## config.mk

```make
export PLATFORM = sky130hd
export DESIGN_NAME = r2fft_ctrl
export DESIGN_NICKNAME = d
export VERILOG_FILES = /design/src/r2fft_pkg.sv /design/src/r2fft_ctrl.sv
export SDC_FILE = /design/constraint.sdc
export NUM_CORES = 1
export LEC_CHECK = 0
export BUFFER_PORTS_ARGS = -buffer_cell sky130_fd_sc_hd__buf_2
export CAP_MARGIN = 20
export CORE_MARGIN = 10
export CORE_UTILIZATION = 53
export DETAILED_ROUTE_END_ITERATION = 8
export PLACE_DENSITY = 0.84
export REMOVE_ABC_BUFFERS = 1
export SYNTH_ARGS = -nofsm -noshare
export SYNTH_HDL_FRONTEND = slang
export SYNTH_SLANG_ARGS = --single-unit
```

## constraint.sdc

```tcl
create_clock -name clk -period 4.1 [get_ports clk]
set_input_delay 0.615 -clock clk [delete_from_list [all_inputs] [get_ports clk]]
set_output_delay 0.615 -clock clk [all_outputs]
set_load 0.01 [all_outputs]
```

## src/r2fft_pkg.sv

```systemverilog
`timescale 1ns / 1ps
package r2fft_pkg;

  localparam int MAX_LOG_POINTS = 6;
  localparam int ADDR_W         = MAX_LOG_POINTS;
  localparam int LOG_W          = 3;
  localparam int TW_W           = 16;
  localparam int TW_FRAC        = 15;
  localparam int CFG_ADDR_W     = 1;
  localparam int CFG_DATA_W     = 3;

  // register indexes on the configuration port
  localparam logic [CFG_ADDR_W-1:0] CFG_INVERSE_MODE = 1'd0;
  localparam logic [CFG_ADDR_W-1:0] CFG_LOG_POINTS   = 1'd1;

  // controller to datapath commands
  typedef struct packed {
    logic              load_we;
    logic [ADDR_W-1:0] load_addr;
    logic              bf_issue;
    logic [ADDR_W-1:0] bf_elem;
    logic [LOG_W-1:0]  stage;
    logic [LOG_W-1:0]  log_len;
    logic              inv;
    logic              out_issue;
    logic [ADDR_W-1:0] out_idx;
    logic              out_last;
  } r2fft_cmd_t;

  // datapath to controller status
  typedef struct packed {
    logic pipe_busy;
    logic out_space;
  } r2fft_sts_t;

  // Q1.15 cosine over a quarter turn, 16 steps of 2*pi/64
  function automatic logic signed [TW_W-1:0] tw_quarter(input logic [4:0] idx);
    logic signed [TW_W-1:0] v;
    unique case (idx)
      5'd0:  v = 16'sd32767;
      5'd1:  v = 16'sd32610;
      5'd2:  v = 16'sd32138;
      5'd3:  v = 16'sd31357;
      5'd4:  v = 16'sd30274;
      5'd5:  v = 16'sd28899;
      5'd6:  v = 16'sd27246;
      5'd7:  v = 16'sd25330;
      5'd8:  v = 16'sd23170;
      5'd9:  v = 16'sd20788;
      5'd10: v = 16'sd18205;
      5'd11: v = 16'sd15447;
      5'd12: v = 16'sd12540;
      5'd13: v = 16'sd9512;
      5'd14: v = 16'sd6393;
      5'd15: v = 16'sd3212;
      default: v = 16'sd0;
    endcase
    return v;
  endfunction

  // returns {sin, cos} of 2*pi*m/64
  function automatic logic [2*TW_W-1:0] twiddle(input logic [ADDR_W-1:0] m);
    logic [1:0]             quad;
    logic [4:0]             r;
    logic signed [TW_W-1:0] cm;
    logic signed [TW_W-1:0] sm;
    logic signed [TW_W-1:0] c;
    logic signed [TW_W-1:0] s;
    quad = m[ADDR_W-1 -: 2];
    r    = {1'b0, m[ADDR_W-3:0]};
    cm   = tw_quarter(r);
    sm   = tw_quarter(5'd16 - r);
    unique case (quad)
      2'd0: begin c = cm;  s = sm;  end
      2'd1: begin c = -sm; s = cm;  end
      2'd2: begin c = -cm; s = -sm; end
      default: begin c = sm; s = -cm; end
    endcase
    return {s, c};
  endfunction

endpackage

```

## src/r2fft_ctrl.sv

```systemverilog
`timescale 1ns / 1ps
module r2fft_ctrl import r2fft_pkg::*; (
  input  logic                  clk,
  input  logic                  rst_n,
  input  logic                  in_tvalid,
  output logic                  in_tready,
  input  logic                  cfg_we,
  input  logic [CFG_ADDR_W-1:0] cfg_addr,
  input  logic [CFG_DATA_W-1:0] cfg_wdata,
  input  r2fft_sts_t            sts,
  output r2fft_cmd_t            cmd
);

  localparam logic [1:0] ST_LOAD  = 2'd0;
  localparam logic [1:0] ST_RUN   = 2'd1;
  localparam logic [1:0] ST_DRAIN = 2'd2;
  localparam logic [1:0] ST_EMIT  = 2'd3;

  logic [1:0]        state_r, state_nxt;
  logic [ADDR_W:0]   cnt_r, cnt_nxt;
  logic [LOG_W-1:0]  stage_r, stage_nxt;
  logic              inv_mode_r, inv_mode_nxt;
  logic [LOG_W-1:0]  log_r, log_nxt;
  logic              run_inv_r, run_inv_nxt;
  logic [LOG_W-1:0]  eff_log;
  logic [ADDR_W:0]   last_idx;
  logic              accept;
  logic              at_last;

  // clamp the length register into the supported range
  always_comb begin
    priority if (log_r == '0) begin
      eff_log = LOG_W'(1);
    end else if (log_r > LOG_W'(MAX_LOG_POINTS)) begin
      eff_log = LOG_W'(MAX_LOG_POINTS);
    end else begin
      eff_log = log_r;
    end
  end

  assign last_idx  = ((ADDR_W+1)'(1) << eff_log) - (ADDR_W+1)'(1);
  assign at_last   = (cnt_r == last_idx);
  assign in_tready = (state_r == ST_LOAD);
  assign accept    = in_tvalid & in_tready;

  always_comb begin
    state_nxt     = state_r;
    cnt_nxt       = cnt_r;
    stage_nxt     = stage_r;
    inv_mode_nxt  = inv_mode_r;
    log_nxt       = log_r;
    run_inv_nxt   = run_inv_r;
    cmd           = '0;
    cmd.load_addr = cnt_r[ADDR_W-1:0];
    cmd.bf_elem   = cnt_r[ADDR_W-1:0];
    cmd.out_idx   = cnt_r[ADDR_W-1:0];
    cmd.out_last  = at_last;
    cmd.stage     = stage_r;
    cmd.log_len   = eff_log;
    cmd.inv       = run_inv_r;

    unique case (state_r)
      ST_LOAD: begin
        if (accept) begin
          cmd.load_we = 1'b1;
          if (at_last) begin
            cnt_nxt     = '0;
            stage_nxt   = '0;
            run_inv_nxt = inv_mode_r;
            state_nxt   = ST_RUN;
          end else begin
            cnt_nxt = cnt_r + (ADDR_W+1)'(1);
          end
        end
      end
      ST_RUN: begin
        cmd.bf_issue = 1'b1;
        if (at_last) begin
          cnt_nxt   = '0;
          state_nxt = ST_DRAIN;
        end else begin
          cnt_nxt = cnt_r + (ADDR_W+1)'(1);
        end
      end
      ST_DRAIN: begin
        // wait for the last writes of the stage to land
        if (!sts.pipe_busy) begin
          if (stage_r == eff_log - LOG_W'(1)) begin
            state_nxt = ST_EMIT;
          end else begin
            stage_nxt = stage_r + LOG_W'(1);
            state_nxt = ST_RUN;
          end
        end
      end
      ST_EMIT: begin
        if (sts.out_space) begin
          cmd.out_issue = 1'b1;
          if (at_last) begin
            cnt_nxt   = '0;
            state_nxt = ST_LOAD;
          end else begin
            cnt_nxt = cnt_r + (ADDR_W+1)'(1);
          end
        end
      end
      default: state_nxt = ST_LOAD;
    endcase

    if (cfg_we) begin
      if (cfg_addr == CFG_INVERSE_MODE) begin
        inv_mode_nxt = cfg_wdata[0];
      end else begin
        log_nxt = cfg_wdata;
        cnt_nxt = '0;
      end
    end
  end

  always_ff @(posedge clk) begin
    if (!rst_n) begin
      state_r    <= ST_LOAD;
      cnt_r      <= '0;
      stage_r    <= '0;
      inv_mode_r <= 1'b0;
      log_r      <= LOG_W'(MAX_LOG_POINTS);
      run_inv_r  <= 1'b0;
    end else begin
      state_r    <= state_nxt;
      cnt_r      <= cnt_nxt;
      stage_r    <= stage_nxt;
      inv_mode_r <= inv_mode_nxt;
      log_r      <= log_nxt;
      run_inv_r  <= run_inv_nxt;
    end
  end

endmodule

```

==> qor.yml <==
status:
  status: "completed"
setup_path:
  worst_path_max_delay_cell: "or3b_4"
  cp_slowest_stage_delay_ns: 0.46
  critPathTopFamily: "simple AND/OR/NAND/NOR gates"
  cp_data_arrival_time_ns: 3.21
  cp.required_ns: 3.48
  worstSetupPathType: "reg2out"
  crit_path_max_fanout: 11
  crit_chain: "a21bo_2 > nand2_1 > inv_1 > ha_1 > nand2b_1 > ha_1 > xor2_2 > a2111oi_2 > a211o_2 > or3b_4 > inv_1 > buf_2"
  critPathBufInv: 3
  crit_path_end_kind: "output port"
  start_kind: "flip-flop"
yosys:
  synthCells: 189
  ys_ff_latch: 17
  synth_edf_count: 0
  synth_area_um2: 1500
  avgSynthCellArea_um2: 7.94
  synthDistinctLibCells: 45
  ys.flop_type: "dfxtp_1"
  synth-seq-area-share_pct: 22.7
  postSynth.asyncResetShare_pct: 0
  yosys_warnings: 0
global_routing:
  grt_pass1_wl_mm: 5.64
  antenna_found_initial: 0
  grt_pass1_vias: 1187
  grt-ovfl-total: 0
  grt_max_degree: 13
  grtUsageTotal_pct: 12.9
final_layout:
  n_antenna_cell: 0
  layout.nets: 223
  final_cell_mix: "39 x buf_2, 23 x nand2_1, 18 x nand3_1"
  syn2layout_area_growth_pct: 4.00
  final_util_pct: 57.1
  layout-drive-gt1-share_pct: 29.4
  final_common_cell: "buf_2"
sta:
  min_period_ns: 3.82
  fin_crit_sh_pct: 93.3
  slew_headroom_pct: 73.8
  slew_viol_final: 0
  finalSetupTns_ns: 0
  fmax_mhz: 262
  rsz0062_at_grt: "false"
  tightest_slew_ns: 0.393
  timing.final.setup_violations: 0
  clock_skew_ns: 0.00364
  hold_violations: 0
placement:
  port_buffers: 39
  routabilityCongestion: 0.889
  hpwl_mm: 2.75
route:
  num_vias: 1302
  routed_via_density: 5.54
  drtIter0Drc: 56
  wirelength_mm: 3.49
  drtAntennaViolNets: 0
  wl_per_cell_um: 14.8
  route.detailed.drc: 0
  first_pass_iters: 5
die:
  die_h_um: 73.2
  core_um2: 2730
  start_util_pct: 54.9
  dieArea_um2: 5360
  row_count: 19
  ios: 40
  die_x_um: 73.2
clock_network:
  htreeDepth: 1
  hold_buffers: 0
  cts-buffers-inserted: 3
  clk_latency_ns: 0.31
  clock_sink_count: 17
  cts_tree: "done"
  clock_path_buffers: 2
  path_clk_slew_ns: 0.10
  cts_root_buffer: "clkbuf_4"
worst_hold_path:
  hold_path.class: "reg2reg"
power_and_ir_drop:
  power_density_nw_per_um2: 220
  static-leakage-power_nw: 0.699
  ir_worst_vdd_mv: 0.177
job:
  maxCapViolCount: 0
-- cell type report --
class | instances | area, um2
clock buffers | 4 | 26.3
fillers | 262 | 1170
inverters | 9 | 33.8
multi-input cells | 134 | 917
flip-flops and latches | 17 | 342
well taps | 31 | 38.8
repair buffers | 40 | 203
-- metal layers --
metal,part of all wire [%],up-vias,track usage [%]
met5,0,-,0
met4,2.9,0,6.96
met3,4.8,11,2.86
met2,46,34,19.4
met1,46,596,16.5
li1,-,661,-
-- report_power, final --
group           total, W  switching, W  internal, W
Sequential      0.000174    0.00000587     0.000169
Clock          0.0000965     0.0000584    0.0000380
Combinational  0.0000730     0.0000418    0.0000312
Total           0.000344      0.000106     0.000238
-- registers in the layout, indices dropped and copies added, names as in the netlist --
name and flops:
inv_mode_r 1, log_r 3, stage_r 3, run_inv_r 1
cnt_r 7, state_r 2
-- stage by stage --
stage | cells | worst slack (ns) | hold slack (ns) | total power [W] | cell area (um2)
final | 235 | 0.276 | 0.485 | 0.000344 | 1560
after floorplan | 160 | 0.469 | 0.440 | 0.000227 | 1280
after CTS | 235 | 0.0268 | 0.487 | 0.000346 | 1550
after detailed placement | 231 | 0.402 | 0.470 | 0.000250 | 1530
after global placement | 231 | 0.509 | 0.472 | 0.000248 | 1530
after global routing | 235 | 0.0175 | 0.524 | 0.000360 | 1560
-- path summary, 6_finish.rpt --
check | slack [ns] | cells past startpoint | from | end
max reg2reg | 0.96 | 12 | log_r[1] | stage_r[1]
min reg2reg | 0.49 | 2 | log_r[0] | log_r[0]
min | 0.49 | 2 | log_r[0] | log_r[0]
max | 0.28 | 12 | log_r[1] | cmd[0]
-- synthesized netlist by cell type, types with 2 or more instances --
library cell	n	area share (%)
nand2_1	23	5.8
buf_4	22	11
nand3_1	18	6.0
dfxtp_1	17	23
nor2_1	14	3.5
inv_1	9	2.3
ha_1	8	6.7
a21oi_1	7	2.3
o21ai_0	7	2.3
a31oi_1	6	2.5
nand2b_1	5	2.1
clkbuf_1	4	1.0
xnor2_1	4	2.3
nand4_1	3	1.3
nor2b_1	3	1.3
xor2_1	3	1.8
buf_6	2	1.5
mux2i_1	2	1.3
nor3_1	2	0.67
nor3b_1	2	1.0
nor4_4	2	2.8
nor4b_1	2	1.2
o211ai_1	2	1.0
-- repair_timing --
item,CTS,global route
gates resized for setup,0,3
setup buffers,0,0
endpoints found under the setup margin,0,1
-- logic make-up after synthesis --
kind of cell	after synthesis	synth area share [%]
and+or+nand+nor	81	29.1
buffers and inverters	38	16.7
AOI/OAI and AO/OA	33	16.0
DFF	17	22.7
xor gates and xnor gates	9	6.76
adders and majority gates	8	6.67
muxes	3	2.09
-- tightest hold or removal path: stages, from the launching register on --
cell and delay (ns):
dfxtp_1 0.34, nand2_1 0.06, a21oi_1 0.05
No activity file was read; power rests on OpenSTA's default activity.
